--- src/sv/pearson_correlation_assert.svh ---
// ----------------------------------------------------------------------------
// Assertion macros for the correlation block
// Concurrent checks clocked on clk and disabled while arst_n is low.
// ----------------------------------------------------------------------------
`ifndef PEARSON_CORRELATION_ASSERT_SVH
`define PEARSON_CORRELATION_ASSERT_SVH
`ifndef SYNTHESIS
// Check that cond holds at every clock edge.
`define PCC_CHECK(lbl, cond) \
	lbl: assert property (@(posedge clk) disable iff (!arst_n) (cond)) \
		else $error("pcc check failed");
// Check that cons holds in every cycle in which ante holds.
`define PCC_IMPLY(lbl, ante, cons) \
	lbl: assert property (@(posedge clk) disable iff (!arst_n) (ante) |-> (cons)) \
		else $error("pcc implication failed");
`else
`define PCC_CHECK(lbl, cond)
`define PCC_IMPLY(lbl, ante, cons)
`endif
`endif

--- src/sv/pcc_pkg.sv ---
// ----------------------------------------------------------------------------
// Correlation package
// Shared constants and the snapshot of the running sums for one vector pair.
// ----------------------------------------------------------------------------
package pcc_pkg;

	localparam int SAMPLE_BITS = 16;
	localparam int MAX_LEN     = 65536;
	localparam int CNT_W       = 17;

	typedef struct packed {
		logic [CNT_W-1:0]   n;
		logic signed [32:0] sa;
		logic signed [32:0] sb;
		logic [46:0]        saa;
		logic [46:0]        sbb;
		logic signed [47:0] sab;
		logic               ovf;
	} snap_t;

endpackage

--- src/sv/pcc_fifo.sv ---
// ----------------------------------------------------------------------------
// Snapshot queue
// Two-entry queue between the front end and the finishing unit.
// ----------------------------------------------------------------------------
module pcc_fifo (
	input  logic           clk,
	input  logic           arst_n,
	input  logic           push,
	input  pcc_pkg::snap_t wdata,
	output logic           full,
	input  logic           pop,
	output logic           empty,
	output pcc_pkg::snap_t rdata
);

	pcc_pkg::snap_t mem_q [2];
	logic           wp_q, rp_q;
	logic [1:0]     cnt_q;

	assign full  = cnt_q == 2'd2;
	assign empty = cnt_q == 2'd0;
	assign rdata = mem_q[rp_q];

	always_ff @(posedge clk) begin
		if (push) begin
			mem_q[wp_q] <= wdata;
		end
	end

	always_ff @(posedge clk or negedge arst_n) begin
		if (!arst_n) begin
			wp_q  <= 1'b0;
			rp_q  <= 1'b0;
			cnt_q <= '0;
		end else begin
			if (push) begin
				wp_q <= !wp_q;
			end
			if (pop) begin
				rp_q <= !rp_q;
			end
			cnt_q <= cnt_q + 2'(push) - 2'(pop);
		end
	end

endmodule

--- config.mk ---
export PLATFORM = sky130hd
export DESIGN_NAME = pcc_fifo
export DESIGN_NICKNAME = d
export VERILOG_FILES = /design/src/sv/pearson_correlation_assert.svh /design/src/sv/pcc_pkg.sv /design/src/sv/pcc_fifo.sv
export SDC_FILE = /design/constraint.sdc
export NUM_CORES = 1
export LEC_CHECK = 0
export BUFFER_PORTS_ARGS = -buffer_cell sky130_fd_sc_hd__buf_2
export CORE_MARGIN = 3
export CORE_UTILIZATION = 47
export DETAILED_ROUTE_END_ITERATION = 10
export GPL_TIMING_DRIVEN = 0
export PLACE_DENSITY = 0.84
export SKIP_LAST_GASP = 1
export SYNTH_ARGS = -nofsm -noshare
export SYNTH_HDL_FRONTEND = slang
export SYNTH_SLANG_ARGS = --single-unit
export TNS_END_PERCENT = 1
--- constraint.sdc ---
create_clock -name clk -period 10.9 [get_ports clk]
set_input_delay 1.09 -clock clk [delete_from_list [all_inputs] [get_ports clk]]
set_output_delay 1.09 -clock clk [all_outputs]
set_load 0.01 [all_outputs]
==> impl_metrics.py <==
metrics = {
    "detailed_routing": {
        "routed_wl_mm": 37.2,
        "via_count": 8796,
        "drt_drc_violations_left": 0,
        "ant_nets": 0,
        "drtPass1Iterations": 4,
        "viasPerCell": 5.06,
        "drtIter0Drc": 332,
        "routedWlPerCell_um": 21.4,
    },
    "clock_network": {
        "clk_pin_slew_ns": 0.06,
        "post_cts_buffers": 0,
        "clk_latency_ns": 0.55,
        "clock-sinks": 456,
        "htree_num_levels": 2,
        "cts-root-buf": "clkbuf_16",
        "tritoncts": "done",
        "clockBufferDepth": 3,
        "cts_resized": 0,
        "numCtsBuffers": 46,
        "holdBufCountCts": 0,
    },
    "sta": {
        "fmax_mhz": 311,
        "clock-skew-final_ns": 0.0139,
        "rsz0062_at_grt": "false",
        "hold_violations": 0,
        "timing.final.crit_share": 0.295,
        "relSlewSlack": 0.327,
        "slew_viol_final": 0,
        "finalSetupViolCount": 0,
        "finalSetupTns_ns": 0,
        "setup_ws_ns": 7.68,
        "worstMarginPinSlew_ns": 1.01,
        "min_period_ns": 3.22,
    },
    "yosys": {
        "yosysWarnings": 0,
        "synth_nets": 950,
        "syn_area_per_cell_um2": 23.1,
        "synth_area_um2": 16600,
        "synth_cell_types": 14,
        "ys_seq_elements": 456,
        "synth_cells": 718,
        "ys_seq_area_frac": 0.823,
    },
    "floorplanning": {
        "ioPinCount": 458,
        "die_h_um": 194,
        "core-area_um2": 34700,
        "initial_core_util": 0.478,
        "die_w_um": 194,
        "dieArea_um2": 37600,
        "rows": 68,
    },
    "power_and_ir_drop": {
        "p_leak_nw": 8.12,
        "vdd.ir_drop.worst_mv": 0.180,
        "cellPowerDensity_nw_per_um2": 265,
    },
    "setup_path": {
        "crit_required_ns": 9.81,
        "path_buf_inv": 3,
        "cp_max_fo": 10,
        "crit_arrival_ns": 2.13,
        "worstPathCellList": "buf_2, buf_4, mux2_2, buf_2",
        "cp-start-kind": "flip-flop",
        "criticalPathCategory": "flip-flop to output pin",
        "slowest_stage": "buf_2",
        "crit_path_frequent_cell": "buf_2",
        "cpLargestDelayFamily": "buffers and inverters",
        "cp-end-kind": "output pin",
        "cpPeakStageDelay_ns": 0.39,
    },
    "placement": {
        "routabilityCongestion": 0.800,
        "placed_cells": 1641,
        "hpwl_mm": 26.2,
        "pre_cts_slack_ns": 7.49,
        "io_buffers": 457,
    },
    "grt": {
        "grt_max_degree": 68,
        "grtUsageTotal": 0.193,
        "grt_pass1_vias": 9486,
        "antenna_found_initial": 16,
        "grt_pass1_wl_mm": 55.6,
        "overflow": 0,
    },
    "min_path": {
        "hp-class": "input pin to asynchronous set/reset pin",
    },
    "layout": {
        "final_cell_mix": "buf_2, edfxtp_1, mux2_2",
        "fin_nets": 1466,
        "layout.cells.non_filler": 1738,
        "final_common_cell": "buf_2",
        "areaGrowthSynthToFinish_pct": 27.9,
        "drive_above_1_share": 0.619,
    },
    "status": {
        "outcome": "finished clean",
    },
    "flow_run": {
        "cap_viol_max_count": 0,
    },
}
==> area by class of cell <==
cell class,instances,area [um2]
antenna,11,27.5
buffer,25,178
clock buffer,59,1260
clock inverter,27,223
fill,2480,13500
inverter,2,7.51
multi-input combinational,235,2760
sequential,456,13700
tap,455,569
timing repair buffer,468,2540
==> path summary, 6_finish.rpt <==
kind                                   from                       to  slack, ns  cells after the start
setup / recovery           rp_q$_DFFE_PN0P_               rdata[117]       7.68                      4
hold / removal                       arst_n       cnt_q[1]$_DFF_PN0_       0.34                      1
setup reg to reg           wp_q$_DFFE_PN0P_  mem_q[0][122]$_DFFE_PP_       8.34                      5
hold reg to reg            wp_q$_DFFE_PN0P_         wp_q$_DFFE_PN0P_       0.57                      1
max in group asynchronous            arst_n       cnt_q[0]$_DFF_PN0_      10.43                      1
min in group clk           wp_q$_DFFE_PN0P_         wp_q$_DFFE_PN0P_       0.57                      1
==> flip-flops by register name, summed over array words and instances, names as in the netlist <==
signal  count
rp_q        1
wp_q        1
cnt_q       2
mem_q     452
==> cell usage after synthesis <==
master    number  area (um2)
edfxtp_1     452       13600
mux2_2       196        2210
mux2_4        30         450
buf_4         11        82.6
buf_2         10        50.1
buf_6          4        45.0
dfrtp_1        4         100
ha_1           2        25.0
inv_1          2        7.51
nor2b_1        2        12.5
xor2_1         2        17.5
and2_1         1        6.26
nor2_1         1        3.75
xor3_1         1        23.8
==> worst register-to-register path, cell delays in order (launching register included) <==
cell and delay, ns:
dfrtp_1 0.43, nor2b_4 0.81, buf_12 0.31, buf_12 0.23, buf_12 0.25, buf_16 0.21
==> per-layer routing <==
layer,GRT usage,vias to the layer above,share of wire
met3,0.0563,111,0.077
met1,0.218,4344,0.36
met2,0.333,408,0.52
met4,0.0995,6,0.048
li1,-,3927,-
met5,0,-,0.00091
==> stage by stage <==
stage	total power, mW	instance area, um2	hold slack (ns)	util
global route	5.88	21200	0.316	0.612
floorplan	3.50	16600	0.473	-
finish	5.63	21200	0.335	0.612
detailed placement	4.15	19700	0.569	0.568
CTS	5.71	21200	0.298	0.611
global placement	4.17	19500	0.488	0.561
==> kinds of logic (layout without fill, tap and decap cells) <==
group,Yosys count,after routing,synth area share
flip-flops,456,456,0.823
AND/OR/NAND/NOR,4,4,0.00136
multiplexers,226,226,0.160
buffers and inverters,27,581,0.0112
other,0,11,0
XOR/XNOR,3,3,0.00249
adder cells (fa/ha/maj),2,2,0.00151
==> power breakdown <==
group | switching (mW) | leakage [nW] | internal (mW)
combinational | 0.917 | 3.11 | 0.782
clock | 0.639 | 0.721 | 0.895
sequential | 0.0762 | 4.29 | 2.32
(Power assumes the default switching activity.)
