[src/sv/pearson_correlation_assert.svh]
// ----------------------------------------------------------------------------
// Assertion macros for the correlation block
// Concurrent checks clocked on clk and disabled while arst_n is low.
// ----------------------------------------------------------------------------
`ifndef PEARSON_CORRELATION_ASSERT_SVH
`define PEARSON_CORRELATION_ASSERT_SVH
`ifndef SYNTHESIS
// Check that cond holds at every clock edge.
`define PCC_CHECK(lbl, cond) \
	lbl: assert property (@(posedge clk) disable iff (!arst_n) (cond)) \
		else $error("pcc check failed");
// Check that cons holds in every cycle in which ante holds.
`define PCC_IMPLY(lbl, ante, cons) \
	lbl: assert property (@(posedge clk) disable iff (!arst_n) (ante) |-> (cons)) \
		else $error("pcc implication failed");
`else
`define PCC_CHECK(lbl, cond)
`define PCC_IMPLY(lbl, ante, cons)
`endif
`endif

[src/sv/pcc_pkg.sv]
// ----------------------------------------------------------------------------
// Correlation package
// Shared constants and the snapshot of the running sums for one vector pair.
// ----------------------------------------------------------------------------
package pcc_pkg;

	localparam int SAMPLE_BITS = 16;
	localparam int MAX_LEN     = 65536;
	localparam int CNT_W       = 17;

	typedef struct packed {
		logic [CNT_W-1:0]   n;
		logic signed [32:0] sa;
		logic signed [32:0] sb;
		logic [46:0]        saa;
		logic [46:0]        sbb;
		logic signed [47:0] sab;
		logic               ovf;
	} snap_t;

endpackage

[src/sv/pcc_in_if.sv]
// ----------------------------------------------------------------------------
// Pair channel
// Valid/ready channel carrying one element pair and its last mark.
// ----------------------------------------------------------------------------
interface pcc_in_if;
	logic               valid;
	logic               ready;
	logic signed [15:0] sample_a;
	logic signed [15:0] sample_b;
	logic               last;

	modport source (output valid, output sample_a, output sample_b, output last, input ready);
	modport sink (input valid, input sample_a, input sample_b, input last, output ready);
endinterface

[src/sv/pcc_front.sv]
// ----------------------------------------------------------------------------
// Correlation front end
// Accept pairs, keep the running sums, push a snapshot on the last pair.
// ----------------------------------------------------------------------------
module pcc_front (
	input  logic            clk,
	input  logic            arst_n,
	pcc_in_if.sink          pairs,
	input  logic            full,
	output logic            push,
	output pcc_pkg::snap_t  snap
);

	logic [pcc_pkg::CNT_W-1:0] cnt_q;
	logic signed [32:0]        sa_q, sb_q;
	logic [46:0]               saa_q, sbb_q;
	logic signed [47:0]        sab_q;
	logic                      ovf_q;

	logic signed [15:0] a_s, b_s;
	logic signed [31:0] prod_aa, prod_bb, prod_ab;
	logic               acc, fire;
	pcc_pkg::snap_t     nx;

	assign a_s = 16'($signed(pairs.sample_a[pcc_pkg::SAMPLE_BITS-1:0]));
	assign b_s = 16'($signed(pairs.sample_b[pcc_pkg::SAMPLE_BITS-1:0]));
	assign prod_aa = a_s * a_s;
	assign prod_bb = b_s * b_s;
	assign prod_ab = a_s * b_s;

	assign acc  = cnt_q < pcc_pkg::CNT_W'(pcc_pkg::MAX_LEN);
	assign fire = pairs.valid && pairs.ready;

	always_comb begin
		nx.n   = cnt_q;
		nx.sa  = sa_q;
		nx.sb  = sb_q;
		nx.saa = saa_q;
		nx.sbb = sbb_q;
		nx.sab = sab_q;
		nx.ovf = ovf_q | !acc;
		if (acc) begin
			nx.n   = cnt_q + 1'b1;
			nx.sa  = sa_q + 33'(a_s);
			nx.sb  = sb_q + 33'(b_s);
			nx.saa = saa_q + 47'($unsigned(prod_aa));
			nx.sbb = sbb_q + 47'($unsigned(prod_bb));
			nx.sab = sab_q + 48'(prod_ab);
		end
	end

	// hold off while the queue has no room for a snapshot
	assign pairs.ready = !full;
	assign push        = fire && pairs.last;
	assign snap        = nx;

	always_ff @(posedge clk or negedge arst_n) begin
		if (!arst_n) begin
			cnt_q <= '0;
			sa_q  <= '0;
			sb_q  <= '0;
			saa_q <= '0;
			sbb_q <= '0;
			sab_q <= '0;
			ovf_q <= 1'b0;
		end else if (fire) begin
			if (pairs.last) begin
				cnt_q <= '0;
				sa_q  <= '0;
				sb_q  <= '0;
				saa_q <= '0;
				sbb_q <= '0;
				sab_q <= '0;
				ovf_q <= 1'b0;
			end else begin
				cnt_q <= nx.n;
				sa_q  <= nx.sa;
				sb_q  <= nx.sb;
				saa_q <= nx.saa;
				sbb_q <= nx.sbb;
				sab_q <= nx.sab;
				ovf_q <= nx.ovf;
			end
		end
	end

endmodule

[src/flat_wrapper.sv]
// flat-port wrapper written by rule: the top's interface ports become plain ports
module pcc_front_flat 
  (clk, arst_n, full, push, snap, pairs_valid, pairs_sample_a, pairs_sample_b, pairs_last, pairs_ready);
  pcc_in_if pairs_i ();
  input  logic clk;
  input  logic arst_n;
  input  logic full;
  output logic push;
  output pcc_pkg::snap_t snap;
  input wire logic [$bits(pairs_i.valid)-1:0] pairs_valid;
  input wire logic [$bits(pairs_i.sample_a)-1:0] pairs_sample_a;
  input wire logic [$bits(pairs_i.sample_b)-1:0] pairs_sample_b;
  input wire logic [$bits(pairs_i.last)-1:0] pairs_last;
  output wire logic [$bits(pairs_i.ready)-1:0] pairs_ready;
  assign pairs_i.valid = pairs_valid;
  assign pairs_i.sample_a = pairs_sample_a;
  assign pairs_i.sample_b = pairs_sample_b;
  assign pairs_i.last = pairs_last;
  assign pairs_ready = pairs_i.ready;
  pcc_front u_core (.clk(clk), .arst_n(arst_n), .pairs(pairs_i), .full(full), .push(push), .snap(snap));
endmodule
[config.mk]
export PLATFORM = sky130hd
export DESIGN_NAME = pcc_front_flat
export DESIGN_NICKNAME = d
export VERILOG_FILES = /design/src/sv/pearson_correlation_assert.svh /design/src/sv/pcc_pkg.sv /design/src/sv/pcc_in_if.sv /design/src/sv/pcc_front.sv /design/src/flat_wrapper.sv
export SDC_FILE = /design/constraint.sdc
export NUM_CORES = 2
export LEC_CHECK = 0
export ABC_AREA = 0
export BUFFER_PORTS_ARGS = -buffer_cell sky130_fd_sc_hd__buf_2
export CAP_MARGIN = 10
export CELL_PAD_IN_SITES_DETAIL_PLACEMENT = 1
export CELL_PAD_IN_SITES_GLOBAL_PLACEMENT = 1
export CORE_ASPECT_RATIO = 1.1
export CORE_MARGIN = 4
export CORE_UTILIZATION = 50
export CTS_CLUSTER_DIAMETER = 200
export CTS_CLUSTER_SIZE = 16
export DETAILED_ROUTE_END_ITERATION = 12
export PLACE_DENSITY = 0.84
export SYNTH_ARGS = -nofsm -noshare
export SYNTH_HDL_FRONTEND = slang
export SYNTH_SLANG_ARGS = --single-unit
[constraint.sdc]
create_clock -name clk -period 12.9 [get_ports clk]
set_clock_uncertainty 0.05 [all_clocks]
set_input_delay 1.29 -clock clk [delete_from_list [all_inputs] [get_ports clk]]
set_output_delay 1.29 -clock clk [all_outputs]
set_load 0.005 [all_outputs]
==> results.toml <==
[cells_and_area]
drive_above_1_share_pct = 7.353
area_delta_synth_final_pct = 6.341
final_nets = 6889

[synthesis]
ys_seq_area_share_pct = 11.70
synth_top_area_share_pct = 34.70
ys_async_sr_fraction_pct = 100.0
synth_cell_types = 88
synthCells = 5458
synth_edf_count = 0
synthFlopType = "dfrtp_1"
synthTopCellsByCount = "inv_1, fa_1, nand2_1"
yosysTopAreaCell = "fa_1"
avgSynthCellArea_um2 = 8.858
synthTopCellsByArea = "fa_1, dfrtp_1, ha_1"
yosysMostFrequentCell = "inv_1"
yosys_warnings = 0
syn-num-nets = 6773
synth-seq-cells = 226
syn_area_um2 = 48350

[die]
core_area_um2 = 95890
start_util_pct = 50.42
die-area_um2 = 101700
die_h_um = 334.1
num_rows = 119
die_w_um = 304.5
io_pins = 265

[worst_setup_path]
crit_type = "in2out"
cpPeakStageDelay_ps = 800
cp-start-kind = "input port"
crit_slowest_cell = "o221ai_2"
cp_max_fo = 19
cpMostUsedCell = "fa_1"
arrival_ps = 11010
crit_path_end_kind = "output port"
crit_required_ps = 11560

[global_routing]
overflow = 0
track_usage_pct = 31.63
grt_pass1_wl_um = 253800
grt_start_max_net_pins = 168
grt_pass1_vias = 45670
antenna_found_initial = 12

[detailed_routing]
dr.first_iter.drc_count = 2551
routed_wl_um = 160100
drtPass1Iterations = 5
drtAntennaViolNets = 0
drt-wirelength-per-cell_um = 23.36
vias_per_cell = 5.857
via_count = 40150
drc = 0

[sta]
report.final.slew_viol_count = 0
tns_ps = 0
timing.final.crit_share_pct = 95.77
max_freq_mhz = 80.95
rsz0062_at_grt = "no"
setup_viol = 0
relSlewSlack_pct = 20.36
worst_pin_slew_ps = 1182
fin_crit_ps = 12350
finalHoldViolCount = 0

[placement]
io_buffers = 264
hpwl_um = 126500
gp_congestion = 0.9321

[hold_path]
hold_path.class = "reg2reg"

[cts]
htree_num_levels = 1
clock_latency_ps = 600
postCtsSetupBuffers = 0
cts_tree = "yes"
clock_path_buffers = 3
cts_root_buf = "clkbuf_16"
ctsResizeCount = 0
holdBufCountCts = 0
numCtsBuffers = 18
cts.clk_slew.worst_paths_ps = 80
cts_sinks = 226

[run]
drv_cap = 0

[status]
run_status = "finished clean"
cells in the final DEF, fill, tap and decap left out, types with 52 or more instances in the layout:
master	Yosys	routed
a22o_1	97	97
a21oi_1	210	210
ha_1	440	440
inv_1	1028	1028
xor2_1	89	89
nor2_1	197	196
dfrtp_1	226	225
nand2_1	695	693
buf_2	5	263
and2_1	153	153
xnor2_1	193	193
o21ai_0	373	373
a21o_1	100	100
buf_4	0	52
fa_1	838	837
sequential cells by signal, indices dropped and copies added (netlist names):
register      cells
u_core.sa_q      33
u_core.sb_q      33
u_core.saa_q     47
u_core.sab_q     48
u_core.sbb_q     47
u_core.ovf_q      1
u_core.cnt_q     17
per-layer routing:
layer / wire length (um) / global-route usage [%] / up-vias
met3: 11780 / 6.770 / 382
li1: - / - / 17660
met2: 76720 / 53.00 / 1310
met5: 19 / 0 / -
met4: 9145 / 15.63 / 2
met1: 62460 / 38.94 / 20800
worst max-delay path: cells and delay by family:
| family | cells | cell delay [ps] |
|---|---|---|
| AO/OA/AOI/OAI | 12 | 3370 |
| buffers and inverters | 5 | 1460 |
| AND/OR/NAND/NOR | 3 | 460 |
| XOR/XNOR | 3 | 690 |
| adder cells (fa/ha/maj) | 8 | 3700 |
metrics by stage:
step	instance area (um^2)	std cells	utilization [%]	hold WS, ps	setup slack, ps
floorplan	48350	5458	-	417.4	2643
global placement	50890	6824	53.07	438.5	1286
detailed placement	50890	6824	53.07	455.3	787.5
CTS	51390	6846	53.59	475.2	767.9
global route	51400	6851	53.61	487.2	30.40
finish	51410	6855	53.62	468.9	546.1
kinds of logic (layout without fill, tap and decap cells):
| logic type | Yosys count | count (layout) | share of synthesized area, % |
|---|---|---|---|
| buffers and inverters | 1258 | 1376 | 9.783 |
| flip-flops | 226 | 226 | 11.70 |
| multiplexers | 28 | 28 | 0.6496 |
| adder cells (fa/ha/maj) | 1278 | 1278 | 46.09 |
| other | 0 | 9 | 0 |
| AND/OR/NAND/NOR | 1318 | 1318 | 12.40 |
| XOR/XNOR | 282 | 282 | 5.109 |
| AO/OA/AOI/OAI | 1068 | 1068 | 14.27 |
path summary, 6_finish.rpt:
check / from / end / slack, ps / cells after the start
setup / recovery: pairs_sample_a[8] / snap[131] / 550 / 31
hold / removal: u_core.sb_q[30] / u_core.sb_q[30] / 470 / 2
setup reg to reg: u_core.sab_q[18] / u_core.sab_q[46] / 6190 / 18
hold reg to reg: u_core.sb_q[30] / u_core.sb_q[30] / 470 / 2
max in group asynchronous: arst_n / u_core.saa_q[12] / 10550 / 2
min in group asynchronous: arst_n / u_core.sbb_q[45] / 700 / 1
area by class of cell:
class | count | area [um^2]
Fill cell | 11450 | 44480
Timing Repair Buffer | 317 | 1742
Multi-Input combinational cell | 3974 | 38000
Inverter | 1037 | 3892
Clock inverter | 3 | 47.55
Tap cell | 1270 | 1589
Antenna cell | 9 | 22.52
Sequential cell | 226 | 5659
Clock buffer | 19 | 454.2
Power is left out: the tool's default activity adds up to more than one toggle a clock period on the data nets, which glitch-free logic cannot reach.
