**config.mk**
```make
export PLATFORM = sky130hd
export DESIGN_NAME = pcc_back_flat
export DESIGN_NICKNAME = d
export VERILOG_FILES = /design/src/sv/pcc_pkg.sv /design/src/sv/pcc_out_if.sv /design/src/sv/pcc_back.sv /design/src/flat_wrapper.sv
export VERILOG_INCLUDE_DIRS = /design/src /design/src/sv
export SDC_FILE = /design/constraint.sdc
export NUM_CORES = 2
export LEC_CHECK = 0
export ABC_CLOCK_PERIOD_IN_PS = 75100
export BUFFER_PORTS_ARGS = -buffer_cell sky130_fd_sc_hd__buf_2
export CAP_MARGIN = 20
export CORE_MARGIN = 2
export CORE_UTILIZATION = 40
export CTS_CLUSTER_DIAMETER = 100
export DETAILED_ROUTE_END_ITERATION = 10
export GPL_ROUTABILITY_DRIVEN = 1
export HOLD_SLACK_MARGIN = 0.1
export SYNTH_ARGS = -nofsm -noshare
export SYNTH_HDL_FRONTEND = slang
export SYNTH_SLANG_ARGS = --single-unit
export TNS_END_PERCENT = 5
```
**constraint.sdc**
```tcl
create_clock -name clk -period 75.1 [get_ports clk]
set_input_delay 15.02 -clock clk [delete_from_list [all_inputs] [get_ports clk]]
set_output_delay 15.02 -clock clk [all_outputs]
set_load 0.03 [all_outputs]
```
**src/sv/pearson_correlation_assert.svh**
```systemverilog
// ----------------------------------------------------------------------------
// Assertion macros for the correlation block
// Concurrent checks clocked on clk and disabled while arst_n is low.
// ----------------------------------------------------------------------------
`ifndef PEARSON_CORRELATION_ASSERT_SVH
`define PEARSON_CORRELATION_ASSERT_SVH
`ifndef SYNTHESIS
// Check that cond holds at every clock edge.
`define PCC_CHECK(lbl, cond) \
	lbl: assert property (@(posedge clk) disable iff (!arst_n) (cond)) \
		else $error("pcc check failed");
// Check that cons holds in every cycle in which ante holds.
`define PCC_IMPLY(lbl, ante, cons) \
	lbl: assert property (@(posedge clk) disable iff (!arst_n) (ante) |-> (cons)) \
		else $error("pcc implication failed");
`else
`define PCC_CHECK(lbl, cond)
`define PCC_IMPLY(lbl, ante, cons)
`endif
`endif

```
**src/sv/pcc_pkg.sv**
```systemverilog
// ----------------------------------------------------------------------------
// Correlation package
// Shared constants and the snapshot of the running sums for one vector pair.
// ----------------------------------------------------------------------------
package pcc_pkg;

	localparam int SAMPLE_BITS = 16;
	localparam int MAX_LEN     = 65536;
	localparam int CNT_W       = 17;

	typedef struct packed {
		logic [CNT_W-1:0]   n;
		logic signed [32:0] sa;
		logic signed [32:0] sb;
		logic [46:0]        saa;
		logic [46:0]        sbb;
		logic signed [47:0] sab;
		logic               ovf;
	} snap_t;

endpackage

```
**src/sv/pcc_out_if.sv**
```systemverilog
// ----------------------------------------------------------------------------
// Result channel
// Valid/ready channel carrying one correlation result with its flags.
// ----------------------------------------------------------------------------
interface pcc_out_if;
	logic               valid;
	logic               ready;
	logic signed [31:0] correlation;
	logic               degenerate;
	logic               overflow;

	modport source (output valid, output correlation, output degenerate, output overflow,
		input ready);
	modport sink (input valid, input correlation, input degenerate, input overflow,
		output ready);
endinterface

```
**src/sv/pcc_back.sv**
```systemverilog
// ----------------------------------------------------------------------------
// Correlation finishing unit
// Form the variances and covariance with a serial multiplier, then find the
// rounded quotient bit by bit and hold the result for the receiver.
// ----------------------------------------------------------------------------
`include "pearson_correlation_assert.svh"

module pcc_back (
	input  logic           clk,
	input  logic           arst_n,
	input  logic           empty,
	input  pcc_pkg::snap_t snap,
	output logic           pop,
	pcc_out_if.source      result
);

	localparam int SW = 194;

	typedef enum logic [6:0] {
		ST_IDLE   = 7'b0000001,
		ST_LOAD   = 7'b0000010,
		ST_MUL    = 7'b0000100,
		ST_POST   = 7'b0001000,
		ST_SRCH_A = 7'b0010000,
		ST_SRCH_B = 7'b0100000,
		ST_DONE   = 7'b1000000
	} st_t;

	localparam logic [2:0] OP_N_SAA = 3'd0;
	localparam logic [2:0] OP_SA_SQ = 3'd1;
	localparam logic [2:0] OP_N_SBB = 3'd2;
	localparam logic [2:0] OP_SB_SQ = 3'd3;
	localparam logic [2:0] OP_N_SAB = 3'd4;
	localparam logic [2:0] OP_SA_SB = 3'd5;
	localparam logic [2:0] OP_VAR   = 3'd6;
	localparam logic [2:0] OP_MAG   = 3'd7;

	function automatic logic [63:0] abs64(input logic [63:0] x);
		return x[63] ? 64'd0 - x : x;
	endfunction

	st_t              st_q;
	pcc_pkg::snap_t   snap_q;
	logic [2:0]       op_q;
	logic [5:0]       cnt_q;
	logic [63:0]      mul_a_q;
	logic [127:0]     mul_p_q;
	logic [63:0]      t0_q, va_q, vb_q, num_q;
	logic [127:0]     d_q;
	logic signed [SW-1:0] r_q, p_q, qs_q, dsh_q, s_q;
	logic [4:0]       bit_q;
	logic [30:0]      q_q;
	logic [31:0]      corr_q;
	logic             deg_q, ovf_q;

	logic [63:0]      op_x, op_y, lo, mag, t0_lo;
	logic [64:0]      mul_sum;
	logic signed [SW-1:0] t_sum, qs_add;
	logic             fits, deg;
	logic [30:0]      q_nx;

	assign lo      = mul_p_q[63:0];
	assign mag     = abs64(num_q);
	assign mul_sum = {1'b0, mul_p_q[127:64]} + (mul_p_q[0] ? {1'b0, mul_a_q} : 65'd0);
	assign t_sum   = s_q + dsh_q;
	assign qs_add  = qs_q + (dsh_q <<< 1);
	assign fits    = t_sum <= r_q;
	assign q_nx    = fits ? (q_q | (31'd1 << bit_q)) : q_q;
	assign deg     = (va_q == 64'd0) || (vb_q == 64'd0);
	assign t0_lo   = snap_q.sab[47] ? 64'd0 - lo : lo;

	always_comb begin
		case (op_q)
			OP_N_SAA: begin op_x = 64'(snap_q.n); op_y = 64'(snap_q.saa); end
			OP_SA_SQ: begin op_x = abs64(64'(snap_q.sa)); op_y = abs64(64'(snap_q.sa)); end
			OP_N_SBB: begin op_x = 64'(snap_q.n); op_y = 64'(snap_q.sbb); end
			OP_SB_SQ: begin op_x = abs64(64'(snap_q.sb)); op_y = abs64(64'(snap_q.sb)); end
			OP_N_SAB: begin op_x = 64'(snap_q.n); op_y = abs64(64'(snap_q.sab)); end
			OP_SA_SB: begin op_x = abs64(64'(snap_q.sa)); op_y = abs64(64'(snap_q.sb)); end
			OP_VAR:   begin op_x = va_q; op_y = vb_q; end
			default:  begin op_x = mag; op_y = mag; end
		endcase
	end

	assign pop          = (st_q == ST_IDLE) && !empty;
	assign result.valid = st_q == ST_DONE;
	assign result.correlation = $signed(corr_q);
	assign result.degenerate  = deg_q;
	assign result.overflow    = ovf_q;

	always_ff @(posedge clk or negedge arst_n) begin
		if (!arst_n) begin
			st_q  <= ST_IDLE;
			op_q  <= OP_N_SAA;
			cnt_q <= '0;
			bit_q <= '0;
		end else begin
			case (st_q)
				ST_IDLE: begin
					if (!empty) begin
						op_q <= OP_N_SAA;
						st_q <= ST_LOAD;
					end
				end
				ST_LOAD: begin
					cnt_q <= '0;
					st_q  <= ST_MUL;
				end
				ST_MUL: begin
					cnt_q <= cnt_q + 1'b1;
					if (cnt_q == 6'd63) begin
						st_q <= ST_POST;
					end
				end
				ST_POST: begin
					if (op_q == OP_SA_SB && deg) begin
						st_q <= ST_DONE;
					end else if (op_q == OP_MAG) begin
						bit_q <= 5'd30;
						st_q  <= ST_SRCH_A;
					end else begin
						op_q <= op_q + 1'b1;
						st_q <= ST_LOAD;
					end
				end
				ST_SRCH_A: st_q <= ST_SRCH_B;
				ST_SRCH_B: begin
					if (bit_q == 5'd0) begin
						st_q <= ST_DONE;
					end else begin
						bit_q <= bit_q - 1'b1;
						st_q  <= ST_SRCH_A;
					end
				end
				ST_DONE: begin
					if (result.ready) begin
						st_q <= ST_IDLE;
					end
				end
				default: st_q <= ST_IDLE;
			endcase
		end
	end

	always_ff @(posedge clk) begin
		case (st_q)
			ST_IDLE: begin
				snap_q <= snap;
				ovf_q  <= snap.ovf;
			end
			ST_LOAD: begin
				mul_a_q <= op_x;
				mul_p_q <= {64'd0, op_y};
			end
			ST_MUL: mul_p_q <= {mul_sum, mul_p_q[63:1]};
			ST_POST: begin
				case (op_q)
					OP_N_SAA: t0_q <= lo;
					OP_SA_SQ: va_q <= t0_q - lo;
					OP_N_SBB: t0_q <= lo;
					OP_SB_SQ: vb_q <= t0_q - lo;
					OP_N_SAB: t0_q <= t0_lo;
					OP_SA_SB: begin
						num_q  <= t0_q - ((snap_q.sa[32] ^ snap_q.sb[32]) ? 64'd0 - lo : lo);
						corr_q <= '0;
						deg_q  <= deg;
					end
					OP_VAR: d_q <= mul_p_q;
					default: begin
						// start from q = 0, where k = 2q - 1 = -1
						r_q   <= $signed(SW'({mul_p_q, 62'd0}));
						p_q   <= $signed(SW'(d_q));
						qs_q  <= $signed(SW'(0) - (SW'(d_q) << 32));
						dsh_q <= $signed(SW'(d_q) << 62);
						q_q   <= '0;
					end
				endcase
			end
			ST_SRCH_A: s_q <= p_q + qs_q;
			ST_SRCH_B: begin
				if (fits) begin
					p_q  <= t_sum;
					qs_q <= qs_add >>> 1;
				end else begin
					qs_q <= qs_q >>> 1;
				end
				dsh_q <= dsh_q >>> 2;
				q_q   <= q_nx;
				corr_q <= num_q[63] ? 32'd0 - {1'b0, q_nx} : {1'b0, q_nx};
			end
			default: begin
			end
		endcase
	end

	`PCC_IMPLY(a_deg_zero, st_q == ST_DONE && deg_q, corr_q == 32'd0)
	`PCC_IMPLY(a_corr_rng, st_q == ST_DONE, $signed(corr_q) <= 32'sd1073741824 && $signed(corr_q) >= -32'sd1073741824)
	`PCC_IMPLY(a_done_src, st_q == ST_DONE && $past(st_q) != ST_DONE, $past(st_q) == ST_SRCH_B || $past(st_q) == ST_POST)

endmodule

```
**src/flat_wrapper.sv**
```systemverilog
// flat-port wrapper written by rule: the top's interface ports become plain ports
module pcc_back_flat 
  (clk, arst_n, empty, snap, pop, result_valid, result_correlation, result_degenerate, result_overflow, result_ready);
  pcc_out_if result_i ();
  input  logic clk;
  input  logic arst_n;
  input  logic empty;
  input  pcc_pkg::snap_t snap;
  output logic pop;
  output wire logic [$bits(result_i.valid)-1:0] result_valid;
  output wire logic [$bits(result_i.correlation)-1:0] result_correlation;
  output wire logic [$bits(result_i.degenerate)-1:0] result_degenerate;
  output wire logic [$bits(result_i.overflow)-1:0] result_overflow;
  input wire logic [$bits(result_i.ready)-1:0] result_ready;
  assign result_valid = result_i.valid;
  assign result_correlation = result_i.correlation;
  assign result_degenerate = result_i.degenerate;
  assign result_overflow = result_i.overflow;
  assign result_i.ready = result_ready;
  pcc_back u_core (.clk(clk), .arst_n(arst_n), .empty(empty), .snap(snap), .pop(pop), .result(result_i));
endmodule
```
==> results.py <==
metrics = {
    "run_status": {
        "status": "finished, final reports clean",
    },
    "synthesis": {
        "async_flop_share": 0.01175,
        "yosysTopAreaCell": "edfxtp_1",
        "syn_area_um2": 122900,
        "synthCells": 12850,
        "synth_cell_type_count": 94,
        "synth-edff-count": 1766,
        "ys_seq_area_frac": 0.4356,
        "synth.top_cell.area_share": 0.4313,
        "synthFlopType": "edfxtp_1",
        "synth.ff_latch_count": 1787,
        "ys_top_cells_by_area": "edfxtp_1 43%, ha_1 9.3%, a21oi_1 5.2%",
        "yosysWarnings": 0,
        "avgSynthCellArea_um2": 9.572,
        "syn_nets": 13990,
    },
    "die": {
        "core_area_um2": 305800,
        "die_w_um": 558.4,
        "die_y_um": 558.4,
        "io_pins": 266,
        "rows": 203,
        "dieArea_um2": 311800,
        "start_util": 0.4020,
    },
    "timing": {
        "finalSetupTns_ns": 0,
        "drv_slew": 0,
        "whs_ns": 0.4915,
        "fin_crit_ns": 30.56,
        "rsz0062_at_grt": "false",
        "skew_ns": 0.07592,
        "setup_viol": 0,
        "slew_headroom": 0.1196,
        "min_period_over_period": 0.4069,
        "max_freq_mhz": 32.73,
        "finalHoldViolCount": 0,
        "fin_ws_ns": 44.54,
        "tightest_slew_ns": 1.309,
    },
    "detailed_routing": {
        "drt_iter0_drc": 13390,
        "wl_um": 465800,
        "ant_nets": 0,
        "vias": 104400,
        "via_per_inst": 6.093,
        "first_pass_iters": 9,
        "wl_per_cell_um": 27.19,
        "drc": 0,
    },
    "cts": {
        "cts_tree": "built",
        "htree_levels": 4,
        "cts.reportedPaths.clkPinSlew_ns": 0.06,
        "cts_inserted_buffers": 209,
        "postCtsSetupBuffers": 0,
        "postCtsResizedCells": 0,
        "clk_latency_ns": 0.93,
        "hold_buffers": 0,
        "cts_sinks": 1787,
        "cts_root_buf": "clkbuf_16",
        "clockBufferDepth": 4,
    },
    "job": {
        "cap_violations": 0,
    },
    "power_and_ir_drop": {
        "power.density_nw_per_um2": 24.41,
        "p_leak_nw": 51.39,
        "peakVddDrop_mv": 0.06129,
    },
    "global_route": {
        "grt_use_total": 0.2896,
        "overflow": 0,
        "grt_pass1_vias": 95570,
        "antenna_found_initial": 22,
        "grt_pass1_wl_um": 664400,
        "grt_start_max_net_pins": 188,
    },
    "critical_path": {
        "crit_chain": "buf_2 -> nor2b_1 -> buf_2",
        "critPathTopFamily": "buffers and inverters",
        "cpMaxStageDelayCell": "buf_2",
        "cp_max_fo": 3,
        "cp.arrival_ns": 15.54,
        "r2r_setup_slack_ns": 57.17,
        "timing.critical_path.buf_inv": 2,
        "path_class": "in2out",
        "endpoint_kind": "output pin",
        "cpMostUsedCell": "buf_2",
        "worstPathRequired_ns": 60.08,
        "reg2reg_to": "u_core.p_q[0]",
        "cp-start-kind": "primary input",
        "worst-r2r-cell-count": 43,
        "reg2reg_from": "u_core.dsh_q[72]",
        "slowest_delay_ns": 0.23,
    },
    "layout": {
        "area_growth_pct": 10.01,
        "n_fill_cell": 29580,
        "fin_area_um2": 135300,
        "finalNetCount": 13990,
        "final_util": 0.4423,
        "drive_above_1_share": 0.06874,
    },
    "placed_design": {
        "postPlaceCellArea_um2": 128200,
        "port_buffers": 265,
        "pre_cts_slack_ns": 44.53,
        "globalplace.congestion": 1.058,
        "dp_hpwl_um": 369100,
    },
    "hold_path": {
        "hp-start": "u_core.mul_p_q[126]",
        "min_path_cells": 0,
        "hold_class": "reg2reg",
        "hold_end": "u_core.d_q[126]",
    },
}
[sequential cells by signal, summed over array words and instances (netlist names), 31 cells and up]
register                   cells
u_core.dsh_q                 190
u_core.num_q                  64
u_core.s_q                   194
u_core.mul_a_q                64
u_core.result.correlation     32
u_core.mul_p_q               128
u_core.vb_q                   64
u_core.q_q                    31
u_core.r_q                   128
u_core.qs_q                  194
u_core.p_q                   194
u_core.d_q                   128
u_core.snap_q                225
u_core.t0_q                   64
u_core.va_q                   64
[through the flow]
stage | std cells | power [mW]
5_1_grt | 17120 | 3.428
6_report | 17130 | 3.302
3_5_place_dp | 16730 | 2.230
4_1_cts | 17120 | 3.294
3_3_place_gp | 16730 | 2.224
2_1_floorplan | 12850 | 1.997
[how the worst max path moves through the flow]
stage | from | cells after the start | slack [ns] | endpoint
4_1_cts | empty | 3 | 44.53 | pop
3_3_place_gp | empty | 3 | 44.55 | pop
3_5_place_dp | empty | 3 | 44.53 | pop
6_report | empty | 3 | 44.54 | pop
5_1_grt | empty | 3 | 44.50 | pop
2_1_floorplan | u_core.st_q[1] | 4 | 41.49 | pop
[cells by family (layout without fill, tap and decap cells)]
logic type	count (synthesis)	count (layout)	synth area share
compound gates	3824	3824	0.1956
xor+xnor	1132	1132	0.08064
fa+ha+maj	915	915	0.09348
buf+inv	1064	1239	0.03275
flops	1787	1787	0.4356
mux	73	73	0.006472
other cells	0	10	0
simple gates	4050	4050	0.1554
[cells in the mapped netlist, types with 168 or more instances]
master,number
edfxtp_1,1766
nand2_1,1414
a21oi_1,1277
nor2_1,1009
ha_1,909
o21ai_0,779
xnor2_1,727
a21o_1,549
clkbuf_1,546
inv_1,480
xor2_1,405
nand4_1,286
and2_1,231
nor3_1,204
o21bai_1,180
a211oi_1,170
nand3_1,168
[layout make-up]
type | instances | area, um2 | area share
diodes | 10 | 25.02 | 0.0001850
repair buffers | 373 | 2202 | 0.01628
multi-input cells | 9994 | 65510 | 0.4843
well taps | 4100 | 5130 | 0.03793
inverters | 481 | 1810 | 0.01339
clock inverters | 145 | 1658 | 0.01226
flip-flops and latches | 1787 | 53560 | 0.3960
clock buffers | 240 | 5368 | 0.03968
[placed cells by master, fill, tap and decap left out, types with 168 or more instances in the layout]
master	netlist	layout
edfxtp_1	1766	1766
nand2_1	1414	1414
a21oi_1	1277	1277
nor2_1	1009	1006
ha_1	909	908
o21ai_0	779	777
xnor2_1	727	726
a21o_1	549	549
inv_1	480	478
xor2_1	405	404
nand4_1	286	286
buf_2	13	269
and2_1	231	227
clkbuf_16	0	210
nor3_1	204	204
o21bai_1	180	180
a211oi_1	170	170
nand3_1	168	168
[worst register-to-register path: cells and delay by family, from the launching register on]
kind | cells | cell delay [ns]
buffers and inverters | 8 | 3.69
DFF | 1 | 0.53
AOI/OAI and AO/OA | 17 | 6.96
and+or+nand+nor | 15 | 5.32
xor gates and xnor gates | 1 | 0.17
adders and majority gates | 2 | 0.78
[power breakdown]
group	total (mW)	switching [mW]	internal (mW)
Clock	1.07	0.461	0.609
Sequential	1.37	0.106	1.26
Combinational	0.862	0.525	0.337
[metal layers]
| layer | routed length [um] | share of wire | track usage |
|---|---|---|---|
| met4 | 24550 | 0.053 | 0.1272 |
| met5 | 129 | 0.00028 | 0 |
| met1 | 202000 | 0.43 | 0.4183 |
| met2 | 192400 | 0.41 | 0.4205 |
| met3 | 46690 | 0.10 | 0.05247 |
Power figures use the tool's default switching activity.
